**src/sv/ntc_pkg.sv**
```systemverilog
// Package with the character map, codes and result types of the compactor.
`timescale 1ns / 1ps

package ntc_pkg;

  localparam logic [7:0] CharTerm       = 8'd0;
  localparam logic [7:0] CharNewline    = 8'd10;
  localparam logic [7:0] CharMarker     = 8'd255;
  localparam logic [7:0] FirstPrintable = 8'd32;
  localparam int unsigned MapSize       = 95;
  localparam logic [7:0] LastPrintable  = 8'(32 + MapSize - 1);

  localparam logic [2:0] RowPlain    = 3'd0;
  localparam logic [2:0] RowDouble   = 3'd6;
  localparam logic [3:0] EscBase     = 4'd10;
  localparam logic [3:0] EscDouble   = 4'd15;
  localparam logic [3:0] IdxNewline  = 4'd2;
  localparam logic [3:0] IdxMarker   = 4'd7;
  localparam logic [3:0] NibZero     = 4'd0;

  // code = row * 16 + index, for characters 32 to 126
  localparam logic [7:0] CharMap [MapSize] = '{
    8'd1,   8'd60,  8'd61,  8'd62,  8'd102, 8'd101, 8'd65,  8'd66,
    8'd67,  8'd68,  8'd69,  8'd70,  8'd71,  8'd72,  8'd73,  8'd74,
    8'd75,  8'd76,  8'd77,  8'd78,  8'd79,  8'd80,  8'd81,  8'd82,
    8'd83,  8'd84,  8'd85,  8'd86,  8'd87,  8'd88,  8'd89,  8'd90,
    8'd63,  8'd34,  8'd35,  8'd36,  8'd37,  8'd38,  8'd39,  8'd40,
    8'd41,  8'd42,  8'd43,  8'd44,  8'd45,  8'd46,  8'd47,  8'd48,
    8'd49,  8'd50,  8'd51,  8'd52,  8'd53,  8'd54,  8'd55,  8'd56,
    8'd57,  8'd58,  8'd59,  8'd91,  8'd92,  8'd93,  8'd94,  8'd97,
    8'd96,  8'd3,   8'd16,  8'd17,  8'd18,  8'd4,   8'd19,  8'd20,
    8'd5,   8'd6,   8'd21,  8'd22,  8'd23,  8'd24,  8'd7,   8'd8,
    8'd25,  8'd26,  8'd27,  8'd9,   8'd10,  8'd28,  8'd29,  8'd30,
    8'd31,  8'd32,  8'd33,  8'd98,  8'd99,  8'd100, 8'd64
  };

  typedef struct packed {
    logic [7:0] packed_byte;
    logic       byte_valid;
    logic       bad_char;
    logic       end_of_string;
    logic       last_of_input;
  } ntc_res_t;

  // Everything one character produces, plus the pending nibble it leaves.
  typedef struct packed {
    ntc_res_t   res0;
    ntc_res_t   res1;
    logic       two;
    logic [3:0] pend_nib;
    logic       pend_vld;
  } ntc_enc_t;

endpackage

```
**src/sv/ntc_char_if.sv**
```systemverilog
// Character input channel: valid, ready and one text character.
`timescale 1ns / 1ps

interface ntc_char_if;
  logic       valid;
  logic       ready;
  logic [7:0] char_in;

  modport source (output valid, output char_in, input ready);
  modport sink   (input valid, input char_in, output ready);
endinterface

```
**src/sv/ntc_res_if.sv**
```systemverilog
// Result output channel: valid, ready and one result item.
`timescale 1ns / 1ps

interface ntc_res_if;
  logic       valid;
  logic       ready;
  logic [7:0] packed_byte;
  logic       byte_valid;
  logic       bad_char;
  logic       end_of_string;
  logic       last_of_input;

  modport source (output valid, output packed_byte, output byte_valid, output bad_char,
                  output end_of_string, output last_of_input, input ready);
  modport sink   (input valid, input packed_byte, input byte_valid, input bad_char,
                  input end_of_string, input last_of_input, output ready);
endinterface

```
**src/sv/nibble_text_compactor_top.sv**
```systemverilog
// Top level of the nibble text compactor: input register, encoder and result buffer.
//
//  channel  | modport | payload                                    | per request
//  ---------+---------+--------------------------------------------+-------------
//  char_i   | sink    | char_in                                    | one character
//  res_o    | source  | packed_byte, byte_valid, bad_char,         | one result
//           |         | end_of_string, last_of_input               |
//
// A character is registered, encoded combinationally and its one or two results land
// in a two-entry result buffer; the output port sends one result per cycle while
// res_o.ready is high. Sustained rate: one character per cycle when each gives one
// result and res_o is not stalled; after a two-byte character the next one waits for
// its second result to leave the single result port. Reset clears the input valid
// flag, the buffer count and the pending nibble. A stalled output holds the buffer;
// the input register takes a character while empty or while its character moves on.
`timescale 1ns / 1ps

module nibble_text_compactor_top
  import ntc_pkg::*;
(
  input  logic     clk_i,
  input  logic     rst_ni,
  ntc_char_if.sink char_i,
  ntc_res_if.source res_o
);

  logic       item_vld_q, item_vld_d;
  logic [7:0] char_q;
  logic [3:0] pend_nib_q;
  logic       pend_vld_q;
  logic [1:0] buf_cnt_q, buf_cnt_d;
  ntc_res_t   slot0_q, slot0_d;
  ntc_res_t   slot1_q, slot1_d;
  ntc_enc_t   enc;
  logic       out_fire;
  logic       buf_free;
  logic       move;
  logic       in_fire;

  ntc_encoder u_encoder (
    .char_i     (char_q),
    .pend_nib_i (pend_nib_q),
    .pend_vld_i (pend_vld_q),
    .enc_o      (enc)
  );

  // Handshake decisions
  assign out_fire = res_o.valid && res_o.ready;
  assign buf_free = (buf_cnt_q == 2'd0) || ((buf_cnt_q == 2'd1) && out_fire);
  assign move     = item_vld_q && buf_free;
  assign char_i.ready = !item_vld_q || move;
  assign in_fire  = char_i.valid && char_i.ready;

  // Input register
  always_comb begin
    item_vld_d = item_vld_q;
    if (in_fire) begin
      item_vld_d = 1'b1;
    end else if (move) begin
      item_vld_d = 1'b0;
    end
  end

  always_ff @(posedge clk_i or negedge rst_ni) begin
    if (!rst_ni) begin
      item_vld_q <= 1'b0;
    end else begin
      item_vld_q <= item_vld_d;
    end
  end

  always_ff @(posedge clk_i) begin
    if (in_fire) begin
      char_q <= char_i.char_in;
    end
  end

  // Advance the pending nibble when a character is encoded
  always_ff @(posedge clk_i or negedge rst_ni) begin
    if (!rst_ni) begin
      pend_nib_q <= NibZero;
      pend_vld_q <= 1'b0;
    end else if (move) begin
      pend_nib_q <= enc.pend_nib;
      pend_vld_q <= enc.pend_vld;
    end
  end

  // Result buffer: load on a free buffer, shift down after the head is sent
  always_comb begin
    buf_cnt_d = buf_cnt_q;
    slot0_d   = slot0_q;
    slot1_d   = slot1_q;
    if (move) begin
      slot0_d   = enc.res0;
      slot1_d   = enc.res1;
      buf_cnt_d = enc.two ? 2'd2 : 2'd1;
    end else if (out_fire) begin
      slot0_d   = slot1_q;
      buf_cnt_d = buf_cnt_q - 2'd1;
    end
  end

  always_ff @(posedge clk_i or negedge rst_ni) begin
    if (!rst_ni) begin
      buf_cnt_q <= 2'd0;
    end else begin
      buf_cnt_q <= buf_cnt_d;
    end
  end

  always_ff @(posedge clk_i) begin
    slot0_q <= slot0_d;
    slot1_q <= slot1_d;
  end

  // Drive the result port from the buffer head
  assign res_o.valid         = (buf_cnt_q != 2'd0);
  assign res_o.packed_byte   = slot0_q.packed_byte;
  assign res_o.byte_valid    = slot0_q.byte_valid;
  assign res_o.bad_char      = slot0_q.bad_char;
  assign res_o.end_of_string = slot0_q.end_of_string;
  assign res_o.last_of_input = slot0_q.last_of_input;

endmodule

```
**src/sv/ntc_encoder.sv**
```systemverilog
// Character encoder: map lookup, nibble sequence and byte packing for one character.
`timescale 1ns / 1ps

module ntc_encoder
  import ntc_pkg::*;
(
  input  logic [7:0] char_i,
  input  logic [3:0] pend_nib_i,
  input  logic       pend_vld_i,
  output ntc_enc_t   enc_o
);

  logic [7:0]      map_ofs;
  logic [7:0]      code;
  logic [2:0]      row;
  logic [3:0]      idx;
  logic            known;
  logic            eos;
  logic [3:0]      nibs [3];
  logic [1:0]      nn;
  logic [1:0]      cnt;
  logic [3:0]      pn;
  logic            pv;
  ntc_res_t        res [2];
  ntc_res_t        emit;

  always_comb begin
    map_ofs = char_i - FirstPrintable;
    code    = CharMap[map_ofs[6:0]];
    row     = RowPlain;
    idx     = NibZero;
    known   = 1'b1;
    eos     = (char_i == CharTerm);

    // Look up row and index
    if (char_i == CharTerm) begin
      row = RowPlain;
      idx = NibZero;
    end else if (char_i == CharNewline) begin
      row = RowPlain;
      idx = IdxNewline;
    end else if (char_i == CharMarker) begin
      row = RowDouble;
      idx = IdxMarker;
    end else if (char_i >= FirstPrintable && char_i <= LastPrintable) begin
      row = code[6:4];
      idx = code[3:0];
    end else begin
      known = 1'b0;
    end

    // Build the nibble sequence
    nibs[0] = idx;
    nibs[1] = idx;
    nibs[2] = idx;
    nn      = 2'd1;
    if (row == RowDouble) begin
      nibs[0] = EscDouble;
      nibs[1] = EscDouble;
      nn      = 2'd3;
    end else if (row != RowPlain) begin
      nibs[0] = EscBase + {1'b0, row};
      nn      = 2'd2;
    end

    // Pack nibbles, high half first
    pn     = pend_nib_i;
    pv     = pend_vld_i;
    cnt    = 2'd0;
    res[0] = '0;
    res[1] = '0;
    for (int i = 0; i < 3; i++) begin
      emit = '0;
      if (2'(i) < nn) begin
        if (pv) begin
          emit.packed_byte   = {pn, nibs[i]};
          emit.byte_valid    = 1'b1;
          emit.end_of_string = eos && (2'(i) == nn - 2'd1);
          res[cnt[0]]        = emit;
          cnt                = cnt + 2'd1;
          pv                 = 1'b0;
          pn                 = NibZero;
        end else if (nibs[i] == NibZero) begin
          emit.byte_valid    = 1'b1;
          emit.end_of_string = eos && (2'(i) == nn - 2'd1);
          res[cnt[0]]        = emit;
          cnt                = cnt + 2'd1;
        end else begin
          pn = nibs[i];
          pv = 1'b1;
        end
      end
    end

    // Drop unmapped characters and leave the state alone
    if (!known) begin
      res[0]          = '0;
      res[0].bad_char = 1'b1;
      res[1]          = '0;
      cnt             = 2'd1;
      pn              = pend_nib_i;
      pv              = pend_vld_i;
    end

    // Mark the final result of this character
    if (cnt == 2'd2) begin
      res[1].last_of_input = 1'b1;
    end else begin
      res[0].last_of_input = 1'b1;
    end

    enc_o.res0     = res[0];
    enc_o.res1     = res[1];
    enc_o.two      = (cnt == 2'd2);
    enc_o.pend_nib = pn;
    enc_o.pend_vld = pv;
  end

endmodule

```
**src/flat_wrapper.sv**
```systemverilog
// flat-port wrapper written by rule: the top's interface ports become plain ports
module nibble_text_compactor_top_flat import ntc_pkg::*;
  (clk_i, rst_ni, char_i_valid, char_i_char_in, char_i_ready, res_o_valid, res_o_packed_byte, res_o_byte_valid, res_o_bad_char, res_o_end_of_string, res_o_last_of_input, res_o_ready);
  ntc_char_if char_i_i ();
  ntc_res_if res_o_i ();
  input  logic clk_i;
  input  logic rst_ni;
  input wire logic [$bits(char_i_i.valid)-1:0] char_i_valid;
  input wire logic [$bits(char_i_i.char_in)-1:0] char_i_char_in;
  output wire logic [$bits(char_i_i.ready)-1:0] char_i_ready;
  output wire logic [$bits(res_o_i.valid)-1:0] res_o_valid;
  output wire logic [$bits(res_o_i.packed_byte)-1:0] res_o_packed_byte;
  output wire logic [$bits(res_o_i.byte_valid)-1:0] res_o_byte_valid;
  output wire logic [$bits(res_o_i.bad_char)-1:0] res_o_bad_char;
  output wire logic [$bits(res_o_i.end_of_string)-1:0] res_o_end_of_string;
  output wire logic [$bits(res_o_i.last_of_input)-1:0] res_o_last_of_input;
  input wire logic [$bits(res_o_i.ready)-1:0] res_o_ready;
  assign char_i_i.valid = char_i_valid;
  assign char_i_i.char_in = char_i_char_in;
  assign char_i_ready = char_i_i.ready;
  assign res_o_valid = res_o_i.valid;
  assign res_o_packed_byte = res_o_i.packed_byte;
  assign res_o_byte_valid = res_o_i.byte_valid;
  assign res_o_bad_char = res_o_i.bad_char;
  assign res_o_end_of_string = res_o_i.end_of_string;
  assign res_o_last_of_input = res_o_i.last_of_input;
  assign res_o_i.ready = res_o_ready;
  nibble_text_compactor_top u_core (.clk_i(clk_i), .rst_ni(rst_ni), .char_i(char_i_i), .res_o(res_o_i));
endmodule
```
**config.mk**
```make
export PLATFORM = sky130hd
export DESIGN_NAME = nibble_text_compactor_top_flat
export DESIGN_NICKNAME = d
export VERILOG_FILES = /design/src/sv/ntc_pkg.sv /design/src/sv/ntc_char_if.sv /design/src/sv/ntc_res_if.sv /design/src/sv/nibble_text_compactor_top.sv /design/src/sv/ntc_encoder.sv /design/src/flat_wrapper.sv
export SDC_FILE = /design/constraint.sdc
export NUM_CORES = 1
export LEC_CHECK = 0
export ABC_CLOCK_PERIOD_IN_PS = 5250
export BUFFER_PORTS_ARGS = -buffer_cell sky130_fd_sc_hd__buf_4
export CELL_PAD_IN_SITES_DETAIL_PLACEMENT = 0
export CELL_PAD_IN_SITES_GLOBAL_PLACEMENT = 2
export CORE_ASPECT_RATIO = 1.75
export CORE_UTILIZATION = 38
export CTS_CLUSTER_SIZE = 14
export DETAILED_ROUTE_END_ITERATION = 10
export PLACE_DENSITY_LB_ADDON = 0.1
export REMOVE_ABC_BUFFERS = 1
export SETUP_SLACK_MARGIN = 0.2
export SLEW_MARGIN = 20
export SYNTH_ARGS = -nofsm -noshare
export SYNTH_HDL_FRONTEND = slang
export SYNTH_SLANG_ARGS = --single-unit
```
**constraint.sdc**
```tcl
create_clock -name clk_i -period 5.25 [get_ports clk_i]
set_input_delay 0.2625 -clock clk_i [delete_from_list [all_inputs] [get_ports clk_i]]
set_output_delay 0.2625 -clock clk_i [all_outputs]
set_load 0.03 [all_outputs]
```
# Yosys cells after proc, flatten, opt, wreduce, memory -nomap -nowiden
# Memory sizes are Yosys's and may differ from the RTL's.
# Cells that the tools add are included.
# totals
n_memories,1
ff_bits,40
ramBits,0
latch_bits,0
elab_cells,139
mem_bits_ro,1024
inputBits,12
# classes
n_reduce_logical,24
bitwise,3
n_addsub,6
eq_ne,7
div_mod_pow,0
n_mul,0
n_mux,73
n_lt_le_gt_ge,10
n_shift,0
# mem_list
memory,depth,width,read_ports,rd_ports_with_merged_regs,write_ports,line,source
(name not given),128,8,1,0,0,ntc_encoder.sv:29,code = CharMap[map_ofs[6:0]];
# op_table
op,n
$mux W24,7
$bwmux W24,4
$mux W12,6
$mux W4,17
$demux W12 S1,2
$mux W2,12
$mux W1,19
$mux W7,2
$logic_not A4 Y1,3
$mux W3,4
$logic_and A1 B1 Y1,10
$eq A8 B4 Y1 const B,1
$eq A8 B8 Y1 const B,1
$ge A8 B6 Y1 const B,1
$ge A8 B8 Y1 const B,1
$le A8 B7 Y1 const B,1
$logic_not A8 Y1,1
$not A7 Y8,1
$sub A7 B6 Y7 const B,1
$reduce_bool A2 Y1,3
$add A2 B1 Y2 const B,2
$add A4 B3 Y4 const A,1
$ge A2 B2 Y1 const B,2
$logic_not A2 Y1,2
14 further kinds,19

# Longest topological paths before layout
# depth
ltp_word,32
depth_mapped,21

# By module
# Synthesis repeated with hierarchy kept, for this count alone.
# unflattened
hier_cells,351
hier_area_um2,3458.3
# by_module_without_submodules
mod,seq_area_each_um2,cells_per_inst,area_per_inst_um2,n_inst
ntc_encoder,0.0,274,1883.1,1
nibble_text_compactor_top,1161.1,77,1575.3,1

# Worst setup path after synthesis
# Ideal clock, no wire load.
# synth_path
path_kind,register to register
start,register u_core.char_q[6]
end,register u_core.slot0_q (netlist bit u_core.res_o.last_of_input) (data pin)
slack_ns,0.880
required_time_ns,4.990
t_arrival_ns,4.110
path_stages_with_launch,22
path_cell_list,edfxtp_1 -> ha_1 -> clkbuf_1 -> nor2b_1 -> o2111a_1 -> a311oi_4 -> a21oi_2 -> inv_2 -> ha_1 -> nand3b_1 -> nor4_1 -> and2_1 -> a21o_1 -> nand2_1 -> nand2_1 -> ha_1 -> o32ai_2 -> ha_1 -> inv_1 -> o32a_1 -> nor3_2 -> nor2_1
# synth_lines
element,line,source
"start, declared",nibble_text_compactor_top.sv:28,logic [7:0] char_q;
"start signal, assigned",nibble_text_compactor_top.sv:74,char_q <= char_i.char_in;
"end signal, assigned",nibble_text_compactor_top.sv:113,slot0_q <= slot0_d;
"end, declared",nibble_text_compactor_top.sv:32,"ntc_res_t slot0_q, slot0_d;"

==> reports/qor.yml <==
leakage_nw: 1.55
path_class: "register to register"
synth_edf_count: 31
wl_per_cell_um: 20.2
end_kind: "register"
die-area_sq_mm: 0.00909
clkLatencyLatePin_ns: 0.29
clockPowerShare: 0.162
rsz0062_at_grt: "no"
die_w_um: 72.5
drc: 0
worstPathArrival_ns: 4.69
cts_root_buf: "clkbuf_16"
first_pass_iters: 4
finalCriticalPeriod_ns: 4.65
seq_area_frac_synth: 0.342
hold_viol: 0
core-area_sq_mm: 0.00837
async_flop_share: 0.205
pin_count: 26
switching_share: 0.464
grt-ovfl-total: 0
cts.sinks: 39
grt_pass1_vias: 2973
final_core_util: 0.459
gp_congestion: 0.909
io_buffer_count: 25
power.internal_w: 0.00120
finalNonFillerCells: 507
cts_setup_buffers: 0
drive_gt1_frac: 0.212
avgSynthCellArea_sq_um: 9.13
ys.flop_type: "edfxtp_1"
drt_iter0_markers: 221
cts_buffer_depth: 2
hpwl_um: 8330
diodes: 0
grt_max_degree: 19
postRouteAntennaNets: 0
status: "complete, no violations"
cts_tree: "yes"
rows: 44
layout_common_cells: "buf_4, nand2_1, edfxtp_1"
irDropWorstVdd_mv: 0.195
dieHeight_um: 125
num_vias: 2941
path_clk_slew_ns: 0.06
ys_ff_latch: 39
worst_pin_slew_ns: 0.684
path_max_fanout: 9
start_util: 0.395
synth.distinct_cells: 75
pwr-share-comb: 0.581
slew_viol_final: 0
htree_num_levels: 2
setup_viol: 0
slew_headroom: 0.544
fin_crit_sh: 0.886
rrSetupSlack_ns: 0.60
start_kind: "register"
syn2layout_area_growth_pct: 16.2
antenna_found_initial: 0
place_area_sq_mm: 0.00364
total_power_w: 0.00223
p_switching_w: 0.00104
grt_pass1_wl_um: 16200
fin_area_sq_mm: 0.00384
min_path_type: "input pin to register"
synth_area_sq_mm: 0.00331
nNetsFinal: 419
yosys_warnings: 0
max_clock_freq_mhz: 215
tns_ns: 0
maxCapViolations: 0
cp.required_ns: 5.29
postSynthCellCount: 362
vias_per_cell: 5.80
finalWirelength_um: 10300
grt_usage: 0.238
dp_cells: 498
pwr-share-seq: 0.257
fin_skew_ns: 0.00631
cellPowerDensity_mw_per_mm2: 581
layout_commonest_cell: "buf_4"
numCtsBuffers: 5
## flip-flops by register name, summed over array words and instances (netlist names)
name,flops
u_core.buf_cnt_q,2
u_core.res_o.byte_valid,1
u_core.item_vld_q,1
u_core.char_q,8
u_core.pend_vld_q,1
u_core.res_o.packed_byte,8
u_core.res_o.bad_char,1
u_core.res_o.last_of_input,1
u_core.res_o.end_of_string,1
u_core.pend_nib_q,4
u_core.slot1_q,11
## synth_stat cells, types with 3 or more instances
cell | count | share of area
a221oi_1 | 3 | 0.0079
o31ai_1 | 4 | 0.0091
a21oi_2 | 3 | 0.0079
and2_1 | 11 | 0.021
nor2b_1 | 6 | 0.011
and4_1 | 3 | 0.0079
edfxtp_1 | 31 | 0.28
nand2b_1 | 9 | 0.017
inv_1 | 17 | 0.019
a31oi_1 | 5 | 0.0095
nand2_1 | 42 | 0.048
nand3b_1 | 3 | 0.0068
nand3_1 | 3 | 0.0045
nand4_1 | 5 | 0.0095
a211oi_1 | 4 | 0.0091
a21o_1 | 8 | 0.018
ha_1 | 16 | 0.061
a22oi_1 | 3 | 0.0068
buf_2 | 8 | 0.012
buf_4 | 4 | 0.0091
o21ai_0 | 22 | 0.033
dfrtp_1 | 8 | 0.061
mux2i_1 | 8 | 0.024
buf_6 | 3 | 0.010
nor3_2 | 3 | 0.0091
a21oi_1 | 23 | 0.035
or3_1 | 3 | 0.0057
nor2_1 | 25 | 0.028
and3_1 | 6 | 0.011
clkbuf_1 | 8 | 0.0091
nor3_1 | 5 | 0.0076
o211ai_1 | 3 | 0.0068
nor3b_1 | 3 | 0.0068
## per-layer routing
layer | track usage | vias up | wire [um] | part of all wire
met2 | 0.460 | 83 | 6040 | 0.59
li1 | - | 1409 | - | -
met3 | 0.0169 | 36 | 220 | 0.021
met4 | 0.156 | 0 | 580 | 0.057
met1 | 0.229 | 1413 | 3430 | 0.33
met5 | 0 | - | 0 | 0
## per-stage QoR
step / worst slack (ns) / hold WS (ns)
floorplan: 0.758 / -0.0331
global placement: 0.556 / 0.0970
detailed placement: 0.443 / 0.0995
CTS: 0.425 / 0.142
global route: 0.211 / 0.137
finish: 0.597 / 0.143
## critical path, cell delays in order, from the launching register on
cell      delay, ns
edfxtp_1       0.40
inv_1          0.14
ha_1           0.34
mux2i_2        0.25
nand2_1        0.12
a311oi_4       0.40
a21oi_2        0.13
inv_2          0.10
ha_1           0.24
nand3b_1       0.20
nor4_2         0.22
and2_1         0.24
a21o_1         0.12
nand2_1        0.08
nand2_1        0.10
ha_2           0.26
o32ai_2        0.10
ha_1           0.30
inv_1          0.03
o32a_1         0.36
nor3_2         0.18
nor2_1         0.08
## area by class of cell
cell class | count | area [sq um]
sequential | 39 | 1130
multi-input combinational | 281 | 1970
fill | 850 | 4530
timing repair buffer | 46 | 348
inverter | 18 | 67.6
tap | 115 | 144
clock buffer | 6 | 139
clock inverter | 2 | 38.8
## logic make-up (layout without fill, tap and decap cells)
logic type,after synthesis,count (layout),share of synthesized area
AOI/OAI and AO/OA,117,117,0.281
xor gates and xnor gates,3,3,0.0102
adders and majority gates,16,16,0.0606
buffers and inverters,43,72,0.0670
DFF,39,39,0.342
muxes,9,9,0.0276
other,1,2,0.00113
and+or+nand+nor,134,134,0.210
## power groups by stage
| stage | registers (W) | logic, W | clock network [W] |
|---|---|---|---|
| floorplan | 0.000680 | 0.000760 | 0 |
| global placement | 0.000576 | 0.00129 | 0 |
| detailed placement | 0.000579 | 0.00129 | 0 |
| CTS | 0.000573 | 0.00129 | 0.000365 |
| global route | 0.000589 | 0.00141 | 0.000379 |
| finish | 0.000573 | 0.00130 | 0.000362 |
## worst paths after layout
check / end / startpoint / cells after the start
min: u_core.char_q[7] / char_i_char_in[7] / 1
min in group asynchronous: u_core.item_vld_q / rst_ni / 2
min reg2reg: u_core.pend_nib_q[3] / u_core.pend_nib_q[3] / 1
max: u_core.res_o.last_of_input / u_core.char_q[0] / 21
max in group asynchronous: u_core.pend_nib_q[0] / rst_ni / 2
max reg2reg: u_core.res_o.last_of_input / u_core.char_q[0] / 21
## timing repair
item / CTS / global route
hold endpoints to repair: 8 / 0
resized for setup: 0 / 4
setup endpoints to repair: 0 / 3
hold buffers: 1 / 0
Note: power is estimated with default switching activity, not from simulation.
